==> src/hw/rtl/i2cme_pkg.sv <==
// Shared types and constants for the I2C master byte engine.
package i2cme_pkg;

	localparam int PHASE_W     = 16;
	localparam int QUEUE_DEPTH = 2;

	localparam logic [1:0] MODE_BEGIN = 2'd0;
	localparam logic [1:0] MODE_END   = 2'd1;
	localparam logic [1:0] MODE_WRITE = 2'd2;
	localparam logic [1:0] MODE_READ  = 2'd3;

	typedef struct packed {
		logic       cmd_valid;
		logic [1:0] mode;
		logic [7:0] wr_byte;
		logic       last_byte;
		logic       sda_in;
	} item_t;

	typedef struct packed {
		logic       scl_out;
		logic       sda_out;
		logic       busy_res;
		logic       done_res;
		logic       status;
		logic [7:0] rd_byte;
	} res_t;

	typedef struct packed {
		logic       is_start;
		logic       is_stop;
		logic       is_write;
		logic       is_read;
		logic [7:0] wr_byte;
		logic       last_byte;
		logic       sda_in;
	} op_t;

endpackage

==> src/hw/rtl/i2cme_if.sv <==
// Valid/ready channel interfaces for item and result words.
interface i2cme_item_if;
	import i2cme_pkg::*;
	logic  valid;
	logic  ready;
	item_t data;
	modport source (output valid, output data, input ready);
	modport sink (input valid, input data, output ready);
endinterface

interface i2cme_res_if;
	import i2cme_pkg::*;
	logic valid;
	logic ready;
	res_t data;
	modport source (output valid, output data, input ready);
	modport sink (input valid, input data, output ready);
endinterface

==> src/hw/rtl/i2cme_front.sv <==
// Front end: accept item words and decode the command into an operation word.
module i2cme_front (
	input  logic                clk,
	input  logic                arst_n,
	i2cme_item_if.sink          item,
	output logic                push_valid,
	input  logic                push_ready,
	output i2cme_pkg::op_t      push_op
);
	import i2cme_pkg::*;

	logic valid_s1;
	op_t  op_s1;
	op_t  op_dec;
	logic take;

	assign item.ready = !valid_s1 || push_ready;
	assign take       = item.valid && item.ready;

	always_comb begin
		op_dec           = '0;
		op_dec.wr_byte   = item.data.wr_byte;
		op_dec.last_byte = item.data.last_byte;
		op_dec.sda_in    = item.data.sda_in;
		if (item.data.cmd_valid) begin
			unique case (item.data.mode)
				MODE_BEGIN: op_dec.is_start = 1'b1;
				MODE_END:   op_dec.is_stop  = 1'b1;
				MODE_WRITE: op_dec.is_write = 1'b1;
				MODE_READ:  op_dec.is_read  = 1'b1;
				default:    op_dec.is_read  = 1'b1;
			endcase
		end
	end

	always_ff @(posedge clk or negedge arst_n) begin
		if (!arst_n) begin
			valid_s1 <= 1'b0;
		end else if (take) begin
			valid_s1 <= 1'b1;
		end else if (push_ready) begin
			valid_s1 <= 1'b0;
		end
	end

	always_ff @(posedge clk) begin
		if (take) begin
			op_s1 <= op_dec;
		end
	end

	assign push_valid = valid_s1;
	assign push_op    = op_s1;

endmodule

==> src/hw/rtl/i2cme_fifo.sv <==
// Short queue of operation words between front end and sequencer.
module i2cme_fifo (
	input  logic                clk,
	input  logic                arst_n,
	input  logic                push_valid,
	output logic                push_ready,
	input  i2cme_pkg::op_t      push_op,
	output logic                pop_valid,
	input  logic                pop_ready,
	output i2cme_pkg::op_t      pop_op
);
	import i2cme_pkg::*;

	localparam int PW = (QUEUE_DEPTH > 1) ? $clog2(QUEUE_DEPTH) : 1;
	localparam int CW = $clog2(QUEUE_DEPTH + 1);

	op_t           mem_q [QUEUE_DEPTH];
	logic [PW-1:0] wr_ptr_q;
	logic [PW-1:0] rd_ptr_q;
	logic [CW-1:0] count_q;
	logic          push;
	logic          pop;

	assign push_ready = (count_q != CW'(QUEUE_DEPTH));
	assign pop_valid  = (count_q != '0);
	assign push       = push_valid && push_ready;
	assign pop        = pop_valid && pop_ready;
	assign pop_op     = mem_q[rd_ptr_q];

	always_ff @(posedge clk or negedge arst_n) begin
		if (!arst_n) begin
			wr_ptr_q <= '0;
			rd_ptr_q <= '0;
			count_q  <= '0;
		end else begin
			if (push) begin
				wr_ptr_q <= (wr_ptr_q == PW'(QUEUE_DEPTH - 1)) ? '0 : wr_ptr_q + PW'(1);
			end
			if (pop) begin
				rd_ptr_q <= (rd_ptr_q == PW'(QUEUE_DEPTH - 1)) ? '0 : rd_ptr_q + PW'(1);
			end
			if (push && !pop) begin
				count_q <= count_q + CW'(1);
			end else if (pop && !push) begin
				count_q <= count_q - CW'(1);
			end
		end
	end

	always_ff @(posedge clk) begin
		if (push) begin
			mem_q[wr_ptr_q] <= push_op;
		end
	end

endmodule

==> src/hw/rtl/i2cme_back.sv <==
// Sequencer: run bus phases per tick and register the result word.
module i2cme_back #(
	parameter int TICK_COUNT_WIDTH = 16
) (
	input  logic                               clk,
	input  logic                               arst_n,
	input  logic                               cfg_we,
	input  logic [i2cme_pkg::PHASE_W-1:0]      cfg_wdata,
	input  logic                               pop_valid,
	output logic                               pop_ready,
	input  i2cme_pkg::op_t                     pop_op,
	i2cme_res_if.source                        res
);
	import i2cme_pkg::*;

	localparam int TW = TICK_COUNT_WIDTH;
	localparam int LW = (TW > PHASE_W) ? TW : PHASE_W;

	localparam logic [2:0] ST_IDLE  = 3'd0;
	localparam logic [2:0] ST_START = 3'd1;
	localparam logic [2:0] ST_STOP  = 3'd2;
	localparam logic [2:0] ST_WRITE = 3'd3;
	localparam logic [2:0] ST_READ  = 3'd4;

	logic [PHASE_W-1:0] phase_ticks_q;
	logic [2:0]         state_q, state_n;
	logic [1:0]         phase_q, phase_n;
	logic [3:0]         bit_q, bit_n, bit_inc;
	logic [7:0]         shift_q, shift_n;
	logic [TW-1:0]      tick_q, tick_n, tick_inc, limit;
	logic               scl_q, scl_n, sda_q, sda_n;
	logic               nack_q, nack_n, status_q, status_n;
	logic [7:0]         rdres_q, rdres_n;
	logic               done;
	logic               fin;
	logic               pop;
	logic               res_valid_q;
	res_t               res_q;
	logic [LW-1:0]      pt_ext, cnt_max, lim_ext;

	assign pop_ready = !res_valid_q || res.ready;
	assign pop       = pop_valid && pop_ready;

	always_comb begin
		pt_ext  = LW'(phase_ticks_q);
		cnt_max = (LW'(1) << TW) - LW'(1);
		if (pt_ext == '0) begin
			lim_ext = LW'(1);
		end else if (pt_ext > cnt_max) begin
			lim_ext = cnt_max;
		end else begin
			lim_ext = pt_ext;
		end
		limit = lim_ext[TW-1:0];
	end

	always_comb begin
		state_n  = state_q;
		phase_n  = phase_q;
		bit_n    = bit_q;
		shift_n  = shift_q;
		tick_n   = tick_q;
		scl_n    = scl_q;
		sda_n    = sda_q;
		nack_n   = nack_q;
		status_n = status_q;
		rdres_n  = rdres_q;
		done     = 1'b0;
		fin      = 1'b0;
		tick_inc = tick_q + TW'(1);
		bit_inc  = bit_q + 4'd1;
		if (state_q == ST_IDLE) begin
			if (pop_op.is_start || pop_op.is_stop || pop_op.is_write || pop_op.is_read) begin
				phase_n = '0;
				bit_n   = '0;
				tick_n  = '0;
			end
			if (pop_op.is_start) begin
				state_n = ST_START;
				sda_n   = 1'b1;
			end else if (pop_op.is_stop) begin
				state_n = ST_STOP;
				scl_n   = 1'b1;
			end else if (pop_op.is_write) begin
				state_n = ST_WRITE;
				shift_n = pop_op.wr_byte;
				nack_n  = 1'b0;
				sda_n   = pop_op.wr_byte[7];
				scl_n   = 1'b1;
			end else if (pop_op.is_read) begin
				state_n = ST_READ;
				shift_n = '0;
				nack_n  = pop_op.last_byte;
				sda_n   = 1'b1;
				scl_n   = 1'b1;
			end
		end else if (tick_inc >= limit) begin
			tick_n = '0;
			unique case (state_q)
				ST_START: begin
					case (phase_q)
						2'd0: scl_n = 1'b1;
						2'd1: sda_n = 1'b0;
						2'd2: scl_n = 1'b0;
						default: begin
							status_n = 1'b0;
							fin      = 1'b1;
						end
					endcase
					phase_n = phase_q + 2'd1;
				end
				ST_STOP: begin
					if (phase_q == 2'd0) begin
						sda_n   = 1'b1;
						phase_n = 2'd1;
					end else begin
						status_n = 1'b0;
						fin      = 1'b1;
					end
				end
				default: begin
					case (phase_q)
						2'd0: begin
							if (bit_q < 4'd8) begin
								shift_n = {shift_q[6:0], pop_op.sda_in};
							end else if (state_q == ST_WRITE) begin
								nack_n = pop_op.sda_in;
							end
							phase_n = 2'd1;
						end
						2'd1: begin
							scl_n   = 1'b0;
							phase_n = 2'd2;
						end
						2'd2: begin
							sda_n   = 1'b0;
							phase_n = 2'd3;
						end
						default: begin
							bit_n = bit_inc;
							if (bit_inc >= 4'd9) begin
								if (state_q == ST_WRITE) begin
									status_n = nack_q;
								end else begin
									status_n = 1'b0;
									rdres_n  = shift_q;
								end
								fin = 1'b1;
							end else begin
								phase_n = 2'd0;
								scl_n   = 1'b1;
								if (bit_inc < 4'd8) begin
									sda_n = (state_q == ST_WRITE) ? shift_q[7] : 1'b1;
								end else begin
									sda_n = (state_q == ST_WRITE) ? 1'b1 : nack_q;
								end
							end
						end
					endcase
				end
			endcase
			if (fin) begin
				state_n = ST_IDLE;
				phase_n = '0;
				bit_n   = '0;
				done    = 1'b1;
			end
		end else begin
			tick_n = tick_inc;
		end
	end

	always_ff @(posedge clk or negedge arst_n) begin
		if (!arst_n) begin
			phase_ticks_q <= PHASE_W'(1);
		end else if (cfg_we) begin
			phase_ticks_q <= cfg_wdata;
		end
	end

	always_ff @(posedge clk or negedge arst_n) begin
		if (!arst_n) begin
			state_q     <= ST_IDLE;
			phase_q     <= '0;
			bit_q       <= '0;
			shift_q     <= '0;
			tick_q      <= '0;
			scl_q       <= 1'b1;
			sda_q       <= 1'b1;
			nack_q      <= 1'b0;
			status_q    <= 1'b0;
			rdres_q     <= '0;
			res_valid_q <= 1'b0;
		end else begin
			if (pop) begin
				state_q     <= state_n;
				phase_q     <= phase_n;
				bit_q       <= bit_n;
				shift_q     <= shift_n;
				tick_q      <= tick_n;
				scl_q       <= scl_n;
				sda_q       <= sda_n;
				nack_q      <= nack_n;
				status_q    <= status_n;
				rdres_q     <= rdres_n;
				res_valid_q <= 1'b1;
			end else if (res.ready) begin
				res_valid_q <= 1'b0;
			end
		end
	end

	always_ff @(posedge clk) begin
		if (pop) begin
			res_q.scl_out  <= scl_n;
			res_q.sda_out  <= sda_n;
			res_q.busy_res <= (state_n != ST_IDLE);
			res_q.done_res <= done;
			res_q.status   <= status_n;
			res_q.rd_byte  <= rdres_n;
		end
	end

	assign res.valid = res_valid_q;
	assign res.data  = res_q;

endmodule

==> src/hw/rtl/i2c_master_byte_engine_top.sv <==
// Top level of the I2C master byte engine.
// Usage:
//   item   : one word per bus tick, carrying the sampled SDA level and an
//            optional command (start, stop, write byte, read byte).
//   result : one word per item with the SCL/SDA drive levels, busy, done
//            pulse, status and the last received byte.
//   cfg_we/cfg_wdata : phase_ticks, ticks per quarter-bit phase; write only
//            while the engine is idle and all results are taken.
// An accepted item passes through the decode stage, the two-entry queue and
// the result register before its result word appears.
// Throughput is one word per cycle while results are taken; the sequencer
// updates its state once per item as it moves into the result register.
// Reset: engine idle, SCL and SDA released, phase_ticks = 1, queue empty.
// When the result receiver stalls, the result register holds, the decode
// stage and queue take up to three more words, then item ready drops.
module i2c_master_byte_engine_top #(
	parameter int TICK_COUNT_WIDTH = 16
) (
	input  logic                          clk,
	input  logic                          arst_n,
	i2cme_item_if.sink                    item,
	i2cme_res_if.source                   result,
	input  logic                          cfg_we,
	input  logic [i2cme_pkg::PHASE_W-1:0] cfg_wdata
);
	import i2cme_pkg::*;

	logic push_valid;
	logic push_ready;
	op_t  push_op;
	logic pop_valid;
	logic pop_ready;
	op_t  pop_op;

	i2cme_front u_front (
		.clk        (clk),
		.arst_n     (arst_n),
		.item       (item),
		.push_valid (push_valid),
		.push_ready (push_ready),
		.push_op    (push_op)
	);

	i2cme_fifo u_fifo (
		.clk        (clk),
		.arst_n     (arst_n),
		.push_valid (push_valid),
		.push_ready (push_ready),
		.push_op    (push_op),
		.pop_valid  (pop_valid),
		.pop_ready  (pop_ready),
		.pop_op     (pop_op)
	);

	i2cme_back #(
		.TICK_COUNT_WIDTH (TICK_COUNT_WIDTH)
	) u_back (
		.clk       (clk),
		.arst_n    (arst_n),
		.cfg_we    (cfg_we),
		.cfg_wdata (cfg_wdata),
		.pop_valid (pop_valid),
		.pop_ready (pop_ready),
		.pop_op    (pop_op),
		.res       (result)
	);

endmodule
==> src/flat_wrapper.sv <==
// flat-port wrapper written by rule: the top's interface ports become plain ports
module i2c_master_byte_engine_top_flat import i2cme_pkg::*;
#(
	parameter int TICK_COUNT_WIDTH = 16
)
  (clk, arst_n, cfg_we, cfg_wdata, item_valid, item_data, item_ready, result_valid, result_data, result_ready);
  i2cme_item_if item_i ();
  i2cme_res_if result_i ();
  input  logic clk;
  input  logic arst_n;
  input  logic cfg_we;
  input  logic [i2cme_pkg::PHASE_W-1:0] cfg_wdata;
  input wire logic [$bits(item_i.valid)-1:0] item_valid;
  input wire logic [$bits(item_i.data)-1:0] item_data;
  output wire logic [$bits(item_i.ready)-1:0] item_ready;
  output wire logic [$bits(result_i.valid)-1:0] result_valid;
  output wire logic [$bits(result_i.data)-1:0] result_data;
  input wire logic [$bits(result_i.ready)-1:0] result_ready;
  assign item_i.valid = item_valid;
  assign item_i.data = item_data;
  assign item_ready = item_i.ready;
  assign result_valid = result_i.valid;
  assign result_data = result_i.data;
  assign result_i.ready = result_ready;
  i2c_master_byte_engine_top #(.TICK_COUNT_WIDTH(TICK_COUNT_WIDTH)) u_core (.clk(clk), .arst_n(arst_n), .item(item_i), .result(result_i), .cfg_we(cfg_we), .cfg_wdata(cfg_wdata));
endmodule
==> config.mk <==
export PLATFORM = sky130hd
export DESIGN_NAME = i2c_master_byte_engine_top_flat
export DESIGN_NICKNAME = d
export VERILOG_FILES = /design/src/hw/rtl/i2cme_pkg.sv /design/src/hw/rtl/i2cme_if.sv /design/src/hw/rtl/i2cme_front.sv /design/src/hw/rtl/i2cme_fifo.sv /design/src/hw/rtl/i2cme_back.sv /design/src/hw/rtl/i2c_master_byte_engine_top.sv /design/src/flat_wrapper.sv
export SDC_FILE = /design/constraint.sdc
export NUM_CORES = 1
export LEC_CHECK = 0
export BUFFER_PORTS_ARGS = -buffer_cell sky130_fd_sc_hd__buf_2
export CORE_ASPECT_RATIO = 2
export CORE_UTILIZATION = 55
export DETAILED_ROUTE_END_ITERATION = 16
export PLACE_DENSITY = 0.81
export SETUP_SLACK_MARGIN = 0.05
export SLEW_MARGIN = 20
export SYNTH_ARGS = -nofsm -noshare
export SYNTH_HDL_FRONTEND = slang
export SYNTH_SLANG_ARGS = --single-unit
export TNS_END_PERCENT = 20
==> constraint.sdc <==
create_clock -name clk -period 4 [get_ports clk]
set_input_delay 0.4 -clock clk [delete_from_list [all_inputs] [get_ports clk]]
set_output_delay 0.4 -clock clk [all_outputs]
set_load 0.01 [all_outputs]
==> impl_summary.txt <==
----------------------------------------------------
[Pwr]
  Total power density per cell area ... 673 nW/um2
  Leak Pwr ... 3.07 nW
  Worst vdd rail ir drop ... 557 uV

[Global routing]
  Total routing resource utilization after global routing ... 23.6%
  Global-route wire length before repair ... 21.3 mm
  Leftover overflow at the end of global routing ... 0
  Largest net degree at the start of global routing ... 44
  Initial antenna violation count ... 0
  Vias in the first global route ... 4,475

[Timing]
  Post-layout minimum cycle time ... 3830 ps
  Final Skew ... 12.0 ps
  Final period utilization ... 95.7%
  Pin slew with the least headroom to its limit ... 1040 ps
  Final max-slew violation count ... 0
  Setup Viol. Count Final ... 0
  Number of endpoints with negative hold slack in the final report ... 33
  Achievable clock frequency ... 261 MHz
  Worst Hold Margin ... -25.2 ps
  Unrepaired setup endpoints after global routing ... true
  Total Neg Setup Slack ... 0 ps
  Relative slew slack ... 30.9%
  Worst setup margin ... 171 ps

[Detailed routing]
  Post-DR vias/cell ... 5.88
  Uppermost layer routed ... met4
  Routed wl met2 ... 7.33 mm
  Routed length on met1 ... 4.72 mm
  DRC ... 0
  DR pass1 iterations ... 5
  Routed vias ... 4,378
  Post-route ant nets ... 0
  Iteration-0 DRC Markers ... 220
  Routed length per instance ... 17.4 um
  Routed met3 length ... 456 um
  Sum of routed wire length over all layers ... 12.9 mm

[Synthesis]
  Most used standard cells in the synthesized netlist ... sky130_fd_sc_hd__dfrtp_1 (64), sky130_fd_sc_hd__edfxtp_1 (55), sky130_fd_sc_hd__nand2_1 (46)
  Xor and xnor area share after synthesis ... 3.09%
  Multiplexer share of the synthesized area ... 6.77%
  Syn avg cell area ... 11.6 um2
  Yosys warning count ... 0
  Fraction of the mapped netlist area in adder cells ... 4.85%
  Count of flip-flops with a built-in enable after synthesis ... 55
  Flip-flop and latch count after synthesis ... 122
  Main combinational cell family by area after synthesis ... compound AO/OA/AOI/OAI gates
  Async S/R FF share, synth ... 54.9%
  Post-synthesis cell area ... 6190 um2
  Leading area contributor after synthesis ... sky130_fd_sc_hd__edfxtp_1
  Number of distinct library cell variants in the gate-level netlist after synthesis ... 82
  Area contributors post-synth ... sky130_fd_sc_hd__edfxtp_1 (27%), sky130_fd_sc_hd__dfrtp_1 (26%), sky130_fd_sc_hd__ha_1 (4.9%)
  Most frequently used cell type in the post-synthesis netlist ... sky130_fd_sc_hd__dfrtp_1
  Synth Area in Compound Gates ... 15.0%
  Post-synthesis simple-gate area fraction ... 13.1%
  Synthesized instance count ... 533
  Most common flop cell mapped by yosys ... sky130_fd_sc_hd__dfrtp_1
  Top-area cell type share of the netlist area ... 26.7%
  Syn nets ... 591
  Seq/Total Area, Yosys ... 53.8%

[Critical path]
  Setup crit end kind ... flip-flop
  Setup slack, reg-to-reg ... 170 ps
  Req. time, crit path ... 4170 ps
  Arrival time worst endpoint ... 3990 ps
  Peak fanout along the critical path ... 9
  Critical Path Source Type ... flip-flop
  Kind of critical path ... flip-flop to flip-flop

[Place]
  Final HPWL DP ... 9.42 mm
  Port Buffers ... 48
  Post-place setup slack ... 19.0 ps
  Routability Congestion ... 0.891

[Clock tree]
  Buffers from clock root to sink, at most ... 2
  Clock tree from TritonCTS ... built
  CTS root buffer ... sky130_fd_sc_hd__clkbuf_16
  Clock latency at the later pin of the worst-skew pair ... 420 ps
  CTS H-Tree Depth ... 4
  CTS Hold Bufs ... 0
  Clock slew at reported path FFs ... 60 ps
  Number of clock buffers inserted by TritonCTS ... 17
  Number of clock sinks ... 122

[Final layout]
  Antenna diode count ... 0
  Sequential cell area ... 3330 um2
  Share of layout cells above drive strength 1 ... 22.0%
  Area of the multi-input gates ... 2680 um2
  Area Growth Syn to Fin ... 16.4%
  Fill cell total of the finished layout ... 830
  Final-stage net count ... 649

[Die]
  IO Count ... 49
  Area of the die ... 11,700 um2
  Die outline width ... 77.0 um
  Vertical die dimension ... 152 um
  # rows ... 54
  Placeable core region ... 10,900 um2
  Starting density of the core ... 56.6%

[Status]
  Failing checks ... hold timing
  Run status ... complete, but fails checks

[Worst hold path]
  Hold Path Class ... input pin to async pin

[Flow run]
  Count of maximum capacitance violations ... 0

----------------------------------------------------
[final timing paths]
check | to | from | cells past startpoint
max in group asynchronous | u_core.u_back.phase_ticks_q[0] | arst_n | 2
min in group clk | u_core.u_front.push_op[6] | item_data[6] | 1
worst min-delay path | u_core.u_back.phase_ticks_q[3] | arst_n | 1
worst max-delay path | u_core.u_back.res.data[8] | u_core.u_back.tick_q[0] | 13
worst min register to register | u_core.u_fifo.mem_q[0][7] | u_core.u_front.push_op[7] | 0
worst max register to register | u_core.u_back.res.data[8] | u_core.u_back.tick_q[0] | 13
[where the power goes]
| part | internal [mW] | leakage [nW] | switching [mW] |
|---|---|---|---|
| registers | 1.68 | 1.38 | 0.312 |
| logic | 0.554 | 1.41 | 0.803 |
| clock network | 0.931 | 0.281 | 0.565 |
| total | 3.17 | 3.07 | 1.68 |
[sequential cells by signal, summed over array words and instances, names as in the netlist, 3 cells and up]
register / cells
u_core.u_fifo.mem_q: 28
u_core.u_back.phase_ticks_q: 16
u_core.u_back.tick_q: 16
u_core.u_front.push_op: 14
u_core.u_back.res.data: 13
u_core.u_back.rdres_q: 8
u_core.u_back.shift_q: 8
u_core.u_back.bit_q: 4
u_core.u_back.state_q: 3
[placed cells by master (no fill, tap or decap), types with 8 or more instances in the layout]
cell type	netlist	layout
sky130_fd_sc_hd__a21oi_1	11	11
sky130_fd_sc_hd__mux2i_1	13	13
sky130_fd_sc_hd__o21ai_0	41	41
sky130_fd_sc_hd__buf_4	0	12
sky130_fd_sc_hd__nor3_1	11	11
sky130_fd_sc_hd__ha_1	24	24
sky130_fd_sc_hd__xnor2_1	13	13
sky130_fd_sc_hd__mux2_4	8	8
sky130_fd_sc_hd__nor2_1	28	25
sky130_fd_sc_hd__edfxtp_1	55	55
sky130_fd_sc_hd__nand3_1	14	13
sky130_fd_sc_hd__dfrtp_1	64	64
sky130_fd_sc_hd__clkbuf_16	0	19
sky130_fd_sc_hd__mux2_1	9	9
sky130_fd_sc_hd__nand2_1	46	46
sky130_fd_sc_hd__buf_2	6	47
sky130_fd_sc_hd__inv_1	28	28
[area by class of cell]
type | instances | share of cell area (%)
inverter | 29 | 1.51
tap | 140 | 2.43
timing repair buffer | 59 | 4.51
clock inverter | 12 | 1.53
sequential | 122 | 46.2
multi-input combinational | 362 | 37.1
clock buffer | 20 | 6.65
[timing repair]
| action | CTS | global route |
|---|---|---|
| setup buffers | 0 | 2 |
| pin swaps | 0 | 2 |
| cloned | 0 | 0 |
| gates resized for setup | 1 | 4 |
| setup endpoints to repair | 7 | 30 |
[per-stage QoR]
stage | instance area (um2) | power [mW] | util [%] | instances
floorplan | 6190 | 2.92 | - | 533
finish | 7210 | 4.85 | 65.8 | 744
global placement | 6580 | 3.26 | 60.1 | 710
detailed placement | 6580 | 3.35 | 60.1 | 710
CTS | 7170 | 4.85 | 65.5 | 742
global route | 7210 | 5.11 | 65.8 | 744
[kinds of logic (layout without fill, tap and decap cells)]
group	count (synthesis)	count (layout)
AO/OA/AOI/OAI	126	126
XOR/XNOR	21	21
adder cells (fa/ha/maj)	24	24
buffers and inverters	49	120
flip-flops	122	122
multiplexers	36	36
AND/OR/NAND/NOR	155	155
[metal layers]
metal / vias up / track usage, %
li1: 2096 / -
met1: 2127 / 22.4
met2: 125 / 45.7
met3: 30 / 5.83
met4: 0 / 11.3
met5: - / 0
[worst max-delay path, cell delays in order, from the launching register on]
cell and delay [ps]:
sky130_fd_sc_hd__dfrtp_1 410, sky130_fd_sc_hd__ha_1 260, sky130_fd_sc_hd__and3_1 240, sky130_fd_sc_hd__nand3_1 130, sky130_fd_sc_hd__nor2_2 230, sky130_fd_sc_hd__nand3_1 130, sky130_fd_sc_hd__xnor2_1 160, sky130_fd_sc_hd__ha_1 280
sky130_fd_sc_hd__nand2_1 100, sky130_fd_sc_hd__nor4_4 420, sky130_fd_sc_hd__o311a_1 320, sky130_fd_sc_hd__o21ai_1 280, sky130_fd_sc_hd__a311oi_2 410, sky130_fd_sc_hd__o21ba_2 210
Note: power is estimated with default switching activity, not from simulation.
